===== src/rtl/pfrc_pkg.sv =====
// ============================================================================
// PCM format and rate converter package
// Shared widths, register indexes and the queue entry type.
// ============================================================================
package pfrc_pkg;

    // Data widths.
    localparam int BYTE_W   = 8;
    localparam int SAMPLE_W = 16;

    // Repeat count of one frame: 0 to MAX_REPEAT results.
    localparam int MAX_REPEAT = 4;
    localparam int CNT_W      = 3;

    // Defaults for the top-level parameters.
    localparam int DEF_FRAC_BITS   = 16;
    localparam int DEF_STEP_W      = DEF_FRAC_BITS + 3;
    localparam int DEF_QUEUE_DEPTH = 4;

    // Configuration register indexes.
    localparam int CFG_IDX_W = 2;
    localparam logic [CFG_IDX_W-1:0] CFG_SIXTEEN_BIT = 2'd0;
    localparam logic [CFG_IDX_W-1:0] CFG_STEREO      = 2'd1;
    localparam logic [CFG_IDX_W-1:0] CFG_RATE_STEP   = 2'd2;

    // One converted frame and the number of times it is emitted.
    typedef struct packed {
        logic signed [SAMPLE_W-1:0] sample;
        logic [CNT_W-1:0]           count;
    } t_entry;

endpackage


===== src/rtl/pfrc_queue.sv =====
// ============================================================================
// PCM format and rate converter queue
// Short first-in first-out queue of converted frames between front and back.
// ============================================================================
module pfrc_queue import pfrc_pkg::*; #(
    parameter int DEPTH = DEF_QUEUE_DEPTH
) (
    input  logic   i_clk,
    input  logic   i_rst_n,
    input  logic   i_push_valid,
    input  t_entry i_push_entry,
    output logic   o_push_ready,
    output logic   o_pop_valid,
    output t_entry o_pop_entry,
    input  logic   i_pop_ready
);

    localparam int PtrW = $clog2(DEPTH);
    localparam int CntW = $clog2(DEPTH + 1);

    t_entry          r_mem [DEPTH];
    logic [PtrW-1:0] r_wr_ptr;
    logic [PtrW-1:0] r_rd_ptr;
    logic [CntW-1:0] r_count;

    logic push;
    logic pop;

    assign o_push_ready = (r_count != CntW'(DEPTH));
    assign o_pop_valid  = (r_count != '0);
    assign o_pop_entry  = r_mem[r_rd_ptr];
    assign push         = i_push_valid & o_push_ready;
    assign pop          = o_pop_valid & i_pop_ready;

    // Entry storage.
    always_ff @(posedge i_clk) begin
        if (push) begin
            r_mem[r_wr_ptr] <= i_push_entry;
        end
    end

    // Pointers and fill level.
    always_ff @(posedge i_clk) begin
        if (!i_rst_n) begin
            r_wr_ptr <= '0;
            r_rd_ptr <= '0;
            r_count  <= '0;
        end else begin
            if (push) begin
                r_wr_ptr <= (r_wr_ptr == PtrW'(DEPTH - 1)) ? '0 : r_wr_ptr + PtrW'(1);
            end
            if (pop) begin
                r_rd_ptr <= (r_rd_ptr == PtrW'(DEPTH - 1)) ? '0 : r_rd_ptr + PtrW'(1);
            end
            case ({push, pop})
                2'b10:   r_count <= r_count + CntW'(1);
                2'b01:   r_count <= r_count - CntW'(1);
                default: r_count <= r_count;
            endcase
        end
    end

    a_fill_bound: assert property (@(posedge i_clk) disable iff (!i_rst_n)
        r_count <= CntW'(DEPTH))
        else $error("queue fill level above depth");

endmodule


===== config.mk =====
export PLATFORM = sky130hd
export DESIGN_NAME = pfrc_queue
export DESIGN_NICKNAME = d
export VERILOG_FILES = /design/src/rtl/pfrc_pkg.sv /design/src/rtl/pfrc_queue.sv
export SDC_FILE = /design/constraint.sdc
export NUM_CORES = 1
export LEC_CHECK = 0
export ABC_AREA = 1
export BUFFER_PORTS_ARGS = -buffer_cell sky130_fd_sc_hd__buf_4
export CAP_MARGIN = 20
export CORE_ASPECT_RATIO = 0.6
export CORE_MARGIN = 3
export CORE_UTILIZATION = 51
export DETAILED_ROUTE_END_ITERATION = 7
export GPL_ROUTABILITY_DRIVEN = 0
export PLACE_DENSITY_LB_ADDON = 0.1
export SYNTH_ARGS = -nofsm -noshare
export SYNTH_HDL_FRONTEND = slang
export SYNTH_SLANG_ARGS = --single-unit

===== constraint.sdc =====
create_clock -name i_clk -period 1.7 [get_ports i_clk]
set_input_delay 0.34 -clock i_clk [delete_from_list [all_inputs] [get_ports i_clk]]
set_output_delay 0.34 -clock i_clk [all_outputs]
set_load 0.02 [all_outputs]

Word-level counts from Yosys, hierarchy flattened:

Memory sizes are Yosys's and may differ from the RTL's. A register that Yosys moved wholly into a read port is not among the register bits.
Cells that the tools add are included.

* memories: 1
* output and inout bits: 21
* word-level logic and storage cells: 24
* flip-flop bits (word level): 7
* bits in writable memories: 76
* bits of input ports: 23

Memory list
* r_mem: depth 4, width 19, rd ports 1, clocked after memory_dff 1, wr ports 1, line pfrc_queue.sv:21 `t_entry r_mem [DEPTH];`

* equality and inequality tests: 5
* $add $sub $neg: 4
* reductions and logical operators: 2
* multiplexer cells: 7
* bitwise operators: 2

Operator list (number)
* $mux 2: 4
* $eq 2x2->1 const B: 3
* $pmux 3 s2: 1
* $add 2x1->2 const B: 2
* $add 3x1->3 const B: 1
* $ne 3x3->1 const B: 1
* $reduce_bool 3->1: 1
* $sub 3x1->3 const B: 1
* $and 1x1->1: 2
* $eq 2x1->1 const B: 1
* $mux 1: 2
* $reduce_bool 2->1: 1

Logic depth before layout (Yosys ltp):

Gate-level depths: netlist of the first run.

* depth in word-level cells: 4
* gate-level depth with buffers: 12
* depth with buffers taken out: 12

Worst setup path before layout of the first run:

OpenSTA, ideal clock, no wires.

* kind: register to register
* from: register r_count[1]
* to: memory r_mem[0][0] (netlist bit), enable pin
* slack: -0.160 ns
* setup time: 0.395 ns
* stages on the path, launching flop included: 5
* data required time: 1.305 ns
* buffers on the path: 0
* period minus slack after synthesis: 1.860 ns
* arrival time: 1.465 ns
* path through: dfxtp_1 > nor2_2 > nand2_2 > nand2_4 > nor2_1

* word-level cells in the longest chain between the ends: 4

Ends and longest elaborated chain
* from (decl): line pfrc_queue.sv:24 `logic [CntW-1:0] r_count;`
* from (signal assigned): line pfrc_queue.sv:56 `2'b10: r_count <= r_count + CntW'(1);`
* from (signal assigned): line pfrc_queue.sv:57 `2'b01: r_count <= r_count - CntW'(1);`
* from (signal assigned): line pfrc_queue.sv:58 `default: r_count <= r_count;`
* $ne 3x3->1: line pfrc_queue.sv:29 `assign o_push_ready = (r_count != CntW'(DEPTH));`
* via o_push_ready: line pfrc_queue.sv:12 `output logic o_push_ready,`
* $and 1x1->1: line pfrc_queue.sv:32 `assign push = i_push_valid & o_push_ready;`
* $mux 1: line pfrc_queue.sv:37 `if (push) begin`
* $mux 1 (not written as such): line pfrc_queue.sv:38 `r_mem[r_wr_ptr] <= i_push_entry;`
* to (decl): line pfrc_queue.sv:21

The timed path passes the listed nets, and every way through them passes these cells.

==> results.tsv, run 1 <==
stage	metric	value	unit
power	Psw	2.26	mW
clocking	CTS tree	built	
final_layout	Layout Utilization	0.679	
clocking	hold-fix buffers at CTS	0	
synth	post-synthesis sequential area ratio	0.733	
worst_setup_path	critical path capture point type	output port	
final_layout	area of the multi-input gates	797	sq um
global_route	first-pass GRT wire length	10300	microns
run	max_cap viols	0	
synth	syn_area_per_cell	13.4	sq um
timing	final hold viol count	0	
power	Pint	4.32	mW
worst_setup_path	slowest CP cell	dfxtp_4	
drt	total wire length	6610	microns
power	part of the power in registers	0.406	
synth	area share of the largest cell type after synthesis	0.679	
power	clock share of power	0.206	
worst_setup_path	crit path max fanout	10	
worst_setup_path	CP bufs+invs	3	
timing	setup violators final	7	
worst_setup_path	Top delay family on crit path	flip-flops	
outcome	status	finished, violations left	
synth	Synth area leaders	edfxtp_1, o21ai_0, nor2_1	
placed_design	PortBufs	43	
drt	antenna viol nets, final	0	
drt	drt initial violations	92	
final_layout	Reg area	2470	sq um
min_path	HP Class	in -> reg	
floorplanning	Die Footprint	7630	sq um
worst_setup_path	Worst EP required	1.36	ns
drt	Vias/cell	5.23	
worst_setup_path	CP peak stage delay	0.41	ns
global_route	gr ovfl total	0	
synth	Post-Syn Instances	251	
final_layout	fillcell total	452	
worst_setup_path	WS Path Type	reg -> out	
synth	Ys Warns	0	
timing	RSZ-0062 raised after global routing	yes	
placed_design	DP HPWL	3870	microns
clocking	CTS Sinks	85	
floorplanning	die width	111	microns
clocking	Clock Pin Slew Worst Setup and Hold Paths	0.09	ns
floorplanning	Rows	22	
global_route	number of global-route vias before repair	2022	
drt	via count	2120	
clocking	CTS buffer count	9	
final_layout	share of cells above drive strength 1	0.343	
floorplanning	CORE AREA	6250	sq um
timing	Max transition margin	0.872	
clocking	Clock Latency Late Sink	0.35	ns
floorplanning	IO Pins	44	
synth	Net Count, Synth	281	
power	total power	6.57	mW
global_route	Global Route Usage Sum	0.181	
timing	fin crit period	1.75	ns
power	Sw Share	0.344	
final_layout	Layout Nets	346	
placed_design	DP Area	3870	sq um
timing	Worst-Margin Slew	0.190	ns
synth	Yosys cell types	26	
synth	post-synthesis register bit count	85	
worst_setup_path	CP cell instances	inv_8 -> buf_12 -> o21ai_1 -> o22ai_2 -> buf_4	
floorplanning	Die Y	68.9	microns
power	combinational fraction of design power	0.388	
floorplanning	Initial Utilization	0.538	
drt	TritonRoute pass-1 iters	4	
final_layout	Layout area overhead	26.3	%
clocking	CTS root buffer	clkbuf_8	
timing	part of the cycle the worst path needs	1.03	
timing	Fin Clk Skew	0.00969	ns
power	worst vdd ir	743	uV
final_layout	cell area after layout	4240	sq um
timing	Max Fclk	572	MHz
placed_design	# placed instances	383	
synth	Synth area leader	edfxtp_1	
clocking	clk buf depth	2	
global_route	largest net degree at the start of global routing	23	
synth	netlist area before placement	3360	sq um
power	total power per unit cell area	1550	nW/um^2
worst_setup_path	Setup crit start kind	register	
clocking	CTS H-Tree Depth	3	
global_route	initial antenna violation count	0	
timing	count of pins over their slew limit	0	
final_layout	Final Instance Count excl. Fillers	405	
outcome	failing checks	setup timing	
power	leak pwr	1.59	nW
drt	WL/cell	16.3	microns
timing	PnR worst setup slack	-0.0493	ns
timing	Fin Setup TNS	-0.144	ns
final_layout	ANT cells	0	
worst_setup_path	crit path DAT	1.41	ns
drt	DR DRC count	0	
-- layer usage --
metal	up-vias	wire length (microns)	global-route usage
met5	-	0	0
met4	0	48	0.0630
met3	4	564	0.0584
met2	64	3000	0.282
met1	1012	3000	0.246
li1	1040	-	-
-- power groups by stage --
stage / Clock [mW] / Combinational [mW] / Sequential (mW)
after floorplan: 0 / 1.39 / 2.64
final: 1.36 / 2.55 / 2.67
after global routing: 1.48 / 2.80 / 2.69
after global placement: 0 / 2.20 / 2.66
after CTS: 1.39 / 2.40 / 2.65
after detailed placement: 0 / 2.22 / 2.67
-- state kept, by name (all words and copies together) (netlist names), named ones only --
name,cells
r_mem,76
r_count,3
r_rd_ptr,2
r_wr_ptr,2
-- through the flow --
step / hold WS [ns] / worst slack [ns]
detailed placement: 0.516 / 0.0131
finish: 0.186 / -0.0493
global placement: 0.530 / 0.0509
CTS: 0.170 / -0.0794
floorplan: 0.439 / -0.160
global route: 0.168 / -0.114
-- Yosys cell counts --
cell       n
nand4_1    1
buf_4      2
a21boi_2   1
clkbuf_2   1
clkbuf_1   1
nand2_1   11
nor2_1    49
o22ai_1   19
nor2_2     4
inv_1     13
inv_2      2
buf_6      5
buf_8      1
ha_1       6
o21ai_0   38
a21oi_1    2
fa_1       1
nand3b_1   1
o21ai_2    2
nand2_4    1
nand3_1    2
edfxtp_1  76
buf_2      1
or2_2      1
nand2_2    1
dfxtp_1    9
-- path summary, 6_finish.rpt --
kind              slack [ns]            start  depth (start not counted)              end
setup / recovery       -0.05         register                          5  o_pop_entry[18]
setup reg to reg        0.10       r_count[0]                         12       r_count[2]
hold reg to reg         0.52      r_rd_ptr[1]                          2         register
hold / removal          0.19  i_push_entry[8]                          1      r_mem[1][8]
-- layout make-up --
type / instances / share of cell area
sequential: 85 / 0.583
multi-input combinational: 140 / 0.188
tap: 84 / 0.0248
timing repair buffer: 65 / 0.143
clock inverter: 6 / 0.0147
clock buffer: 10 / 0.0301
inverter: 15 / 0.0162
-- logic make-up after synthesis --
logic type | count (synthesis) | synth area share
fa+ha+maj | 7 | 0.0283
flops | 85 | 0.733
simple gates | 71 | 0.0886
compound gates | 62 | 0.104
buf+inv | 26 | 0.0465
-- cells in the final DEF (no fill, tap or decap), drive strengths merged --
cell type  netlist  final
inv             15     16
dfxtp            9      9
nand3            2      2
edfxtp          76     76
nand4            1      1
buf              9     64
bufinv           0      1
nor2            53     53
nand3b           1      1
clkbuf           2     11
fa               1      1
ha               6      6
clkinvlp         0      2
or2              1      1
o21ai           40     40
clkinv           0      2
a21oi            2      2
o22ai           19     19
a21boi           1      1
nand2           13     13
-- what timing repair did --
action	CTS	global route
endpoints found under the setup margin	20	20
gates resized for setup	32	23
endpoints found under the hold margin	0	0
buffers inserted	0	2
gates cloned	2	2
pin swaps	2	3
Note: power is estimated with default switching activity, not from simulation.
==> inputs of run 2 (changes only) <==
--- a/config.mk
+++ b/config.mk
@@ -13,7 +13,9 @@
 export CORE_UTILIZATION = 51
 export DETAILED_ROUTE_END_ITERATION = 7
 export GPL_ROUTABILITY_DRIVEN = 0
+export GPL_TIMING_DRIVEN = 0
 export PLACE_DENSITY_LB_ADDON = 0.1
+export SKIP_LAST_GASP = 1
 export SYNTH_ARGS = -nofsm -noshare
 export SYNTH_HDL_FRONTEND = slang
 export SYNTH_SLANG_ARGS = --single-unit
==> run 2 against run 1 <==
Sequential power barely moved. Non-clock buffer count increased by 10. Clock power is 4% higher. Maximum frequency down 2.7%. Largest cell class unchanged. Sequential share of layout area shrank 4.4 points. The flow still finishes with violations (setup timing).
==> results.tsv, run 2 (synthesis results as in run 1) <==
stage	metric	value	unit
outcome	status	finished, violations left	
outcome	failing checks	setup timing	
timing	final hold viol count	0	
floorplanning	Initial Utilization	0.538	
drt	antenna viol nets, final	0	
min_path	HP Class	in -> reg	
placed_design	# placed instances	382	
worst_setup_path	slowest CP cell	dfxtp_4	
timing	RSZ-0062 raised after global routing	yes	
clocking	Clock Latency Late Sink	0.34	ns
drt	drt initial violations	167	
global_route	largest net degree at the start of global routing	15	
worst_setup_path	Worst EP required	1.36	ns
floorplanning	Die Y	68.9	microns
timing	Fin Setup TNS	-1.01	ns
drt	TritonRoute pass-1 iters	4	
final_layout	area of the multi-input gates	961	sq um
global_route	gr ovfl total	0	
timing	WHS	0.191	ns
timing	count of pins over their slew limit	0	
clocking	CTS Sinks	85	
placed_design	DP Area	3880	sq um
drt	total wire length	7520	microns
floorplanning	CORE AREA	6250	sq um
global_route	number of global-route vias before repair	2075	
power	leak pwr	1.70	nW
final_layout	commonest non-fill, non-tap cell in the layout	edfxtp_1	
global_route	first-pass GRT wire length	11200	microns
timing	part of the cycle the worst path needs	1.06	
final_layout	fillcell total	405	
placed_design	PortBufs	43	
worst_setup_path	CP cell instances	buf_6 -> clkbuf_16 -> o21ai_0 -> o22ai_1 -> buf_4	
final_layout	share of cells above drive strength 1	0.459	
worst_setup_path	crit path DAT	1.46	ns
clocking	Clock Pin Slew Worst Setup and Hold Paths	0.08	ns
timing	Fin Clk Skew	0.00611	ns
clocking	CTS buffer count	9	
power	worst vdd ir	862	uV
clocking	CTS tree	built	
global_route	initial antenna violation count	0	
final_layout	Layout Utilization	0.734	
drt	Vias/cell	5.37	
worst_setup_path	CP bufs+invs	3	
final_layout	Top reg by flops	r_mem	
final_layout	Layout area overhead	36.5	%
worst_setup_path	Top delay family on crit path	buffers and inverters	
timing	Worst-Margin Slew	0.497	ns
final_layout	Final Instance Count excl. Fillers	415	
clocking	hold-fix buffers at CTS	0	
timing	fin crit period	1.80	ns
final_layout	leading registers by flop count	r_mem: 76 flops, r_count: 3 flops	
floorplanning	Rows	22	
clocking	CTS H-Tree Depth	3	
timing	PnR worst setup slack	-0.0984	ns
min_path	hold path startpoint	i_push_entry[9]	
worst_setup_path	CP peak stage delay	0.37	ns
timing	setup violators final	19	
placed_design	DP HPWL	4530	microns
power	total power	7.21	mW
floorplanning	IO Pins	44	
worst_setup_path	critical path capture point type	output port	
floorplanning	Die Footprint	7630	sq um
final_layout	most frequent cells in the layout	edfxtp_1, buf_4, nor2_1, o21ai_1, nor2_2	
worst_setup_path	WS Path Type	reg -> out	
floorplanning	die width	111	microns
global_route	Global Route Usage Sum	0.200	
clocking	clk buf depth	2	
worst_setup_path	Reg-to-Reg Start	r_count[2]	
final_layout	cell area after layout	4590	sq um
drt	via count	2227	
final_layout	Reg area	2470	sq um
placed_design	dpl ws	-0.110	ns
timing	Max Fclk	556	MHz
final_layout	ANT cells	0	
final_layout	Layout Nets	356	
final_layout	max reg flops	76	
power	total power per unit cell area	1570	nW/um^2
drt	DR DRC count	0	
worst_setup_path	Setup crit start kind	register	
timing	Max transition margin	0.668	
drt	WL/cell	18.1	microns
run	max_cap viols	0	
clocking	CTS root buffer	clkbuf_8	
worst_setup_path	crit path max fanout	5	
## run 2: changes by cell type in the layout (fill, tap and decap cells not counted), sizes merged
cell	previous run	this run
clkinv	2	3
inv	16	15
clkinvlp	2	1
buf	64	71
clkbuf	11	15
## run 2: what timing repair did
action	CTS	global route
pin swaps	10	22
gates resized for setup	44	69
buffers inserted	8	6
endpoints found under the setup margin	20	69
gates cloned	1	2
## run 2: final timing paths
check	depth (start not counted)	slack [ns]	endpoint
min	1	0.19	r_mem[0][9]
max reg2reg	11	0.05	r_count[2]
max	5	-0.1	o_pop_entry[14]
min reg2reg	2	0.52	register
## run 2: layer usage
metal,vias up,GRT usage,share of wire
met1,1082,0.269,0.45
met5,-,0,0
met3,5,0.0724,0.084
met4,0,0.0415,0.0039
met2,83,0.320,0.46
li1,1057,-,-
## run 2: layout make-up
cell class / instances / share of cell area
tap: 84 / 0.0229
multi-input combinational: 140 / 0.210
buffer: 11 / 0.0357
sequential: 85 / 0.539
clock buffer: 11 / 0.0308
clock inverter: 5 / 0.0131
timing repair buffer: 64 / 0.135
inverter: 15 / 0.0139
## run 2: where the power goes
part	switching, mW	internal (mW)	total, mW
Sequential	0.120	2.54	2.66
Combinational	1.70	1.44	3.14
Clock	0.686	0.722	1.41
==> inputs of run 3 (changes only) <==
--- a/config.mk
+++ b/config.mk
@@ -9,7 +9,6 @@
 export BUFFER_PORTS_ARGS = -buffer_cell sky130_fd_sc_hd__buf_4
 export CAP_MARGIN = 20
 export CORE_ASPECT_RATIO = 0.6
-export CORE_MARGIN = 3
 export CORE_UTILIZATION = 51
 export DETAILED_ROUTE_END_ITERATION = 7
 export GPL_ROUTABILITY_DRIVEN = 0
==> run 3 against run 2 <==
The flow still finishes with violations (setup timing). Clock-buffer cell count down 1. Non-clock buffer count down 5. First-iteration DRC count down 23%. Sequential share of layout area up 2.2 points. Core utilization down 2.7 points. Worst hold slack better by 0.0025 ns. Clock skew up 0.0019 ns. Largest cell class unchanged.
==> results.tsv, run 3 (synthesis results as in run 1) <==
stage	metric	value	unit
clocking	CTS buffer count	9	
floorplanning	Initial Utilization	0.540	
final_layout	Reg area	2470	sq um
drt	total wire length	6620	microns
clocking	CTS tree	built	
run	max_cap viols	0	
timing	Fin Clk Skew	0.00800	ns
placed_design	PortBufs	43	
placed_design	DP HPWL	4100	microns
power	leak pwr	1.63	nW
drt	DR top layer	met4	
global_route	initial antenna violation count	0	
power	total power per unit cell area	1570	nW/um^2
min_path	hold depth	1	
clocking	Clock Latency Late Sink	0.34	ns
outcome	failing checks	setup timing	
timing	final hold viol count	0	
final_layout	Layout area overhead	31.0	%
worst_setup_path	WS Path Type	reg -> out	
final_layout	Layout Nets	351	
timing	part of the cycle the worst path needs	1.05	
drt	WL/cell	16.1	microns
outcome	status	finished, violations left	
clocking	CTS root buffer	clkbuf_8	
placed_design	# placed instances	382	
clocking	CTS H-Tree Depth	3	
drt	TritonRoute pass-1 iters	4	
worst_setup_path	Worst Reg-to-Reg Cells	11	
timing	setup violators final	16	
final_layout	ANT cells	0	
drt	wl on met1	3310	microns
final_layout	max reg flops	76	
floorplanning	die width	107	microns
worst_setup_path	Worst EP required	1.36	ns
floorplanning	Die Y	64.9	microns
drt	via count	2079	
worst_setup_path	critical path capture point type	output port	
final_layout	share of cells above drive strength 1	0.399	
final_layout	leading registers by flop count	r_mem: 76 flops, r_count: 3 flops	
clocking	hold-fix buffers at CTS	0	
global_route	largest net degree at the start of global routing	16	
clocking	Clock Pin Slew Worst Setup and Hold Paths	0.08	ns
final_layout	area of the multi-input gates	857	sq um
final_layout	most frequent cells in the layout	edfxtp_1, buf_4, nor2_1, o21ai_0, o22ai_1	
power	total power	6.92	mW
clocking	CTS Sinks	85	
timing	count of pins over their slew limit	0	
power	worst vdd ir	844	uV
floorplanning	IO Pins	44	
timing	fin crit period	1.78	ns
floorplanning	Rows	22	
floorplanning	Die Footprint	6930	sq um
timing	RSZ-0062 raised after global routing	yes	
floorplanning	CORE AREA	6220	sq um
drt	antenna viol nets, final	0	
timing	Max transition margin	0.742	
worst_setup_path	crit path max fanout	6	
timing	Worst-Margin Slew	0.386	ns
drt	Vias/cell	5.07	
global_route	number of global-route vias before repair	2010	
drt	drt initial violations	129	
timing	WHS	0.193	ns
timing	Max Fclk	560	MHz
drt	met2 wire length	2930	microns
final_layout	Final Instance Count excl. Fillers	410	
final_layout	fillcell total	426	
final_layout	Top reg by flops	r_mem	
worst_setup_path	crit path DAT	1.44	ns
drt	wire length on met3	334	microns
global_route	gr ovfl total	0	
timing	PnR worst setup slack	-0.0841	ns
global_route	Global Route Usage Sum	0.210	
worst_setup_path	Setup crit start kind	register	
global_route	first-pass GRT wire length	10400	microns
drt	DR DRC count	0	
final_layout	commonest non-fill, non-tap cell in the layout	edfxtp_1	
clocking	clk buf depth	2	
min_path	HP Class	in -> reg	
## run 3: through the flow
step | TNS [ns] | util | instance area, sq um | setup slack, ns
after global routing | -2.22 | 0.707 | 4400 | -0.157
after floorplan | -12.16 | - | 3360 | -0.160
after detailed placement | -0.131 | 0.624 | 3880 | -0.131
final | -0.425 | 0.707 | 4400 | -0.0841
after CTS | -1.28 | 0.684 | 4260 | -0.0706
after global placement | -54.39 | 0.609 | 3790 | -0.799
## run 3: area by class of cell
class,instances,area share
Sequential cell,85,0.562
Multi-Input combinational cell,140,0.195
Timing Repair Buffer,59,0.125
Buffer,11,0.0318
Clock buffer,10,0.0290
Tap cell,84,0.0239
Clock inverter,6,0.0199
Inverter,15,0.0139
## run 3: layer usage
layer / GRT usage / vias up
met2: 0.310 / 51
met4: 0.0822 / 0
met3: 0.0664 / 4
met1: 0.291 / 975
met5: 0 / -
li1: - / 1049
## run 3: worst max-delay path, cell delays in order (launching register included)
cell and delay [ns]:
dfxtp_2 0.36, buf_6 0.13, buf_4 0.14, o21ai_0 0.11, o22ai_2 0.20, buf_4 0.16
## run 3: path summary, 6_finish.rpt
check	startpoint	endpoint	slack [ns]
hold reg to reg	r_rd_ptr[1]	register	0.51
hold / removal	i_push_entry[1]	r_mem[1][1]	0.19
setup reg to reg	r_count[1]	r_count[2]	0.03
setup / recovery	register	o_pop_entry[11]	-0.08
## run 3: timing repair
item / CTS / global route
cloned: 1 / 1
endpoints found under the setup margin: 20 / 52
setup buffers: 8 / 2
pin swaps: 13 / 16
resized for setup: 33 / 41
## run 3: where the power goes
| part | internal, mW | switching, mW |
|---|---|---|
| registers | 2.54 | 0.106 |
| logic | 1.24 | 1.53 |
| clock network | 0.825 | 0.673 |
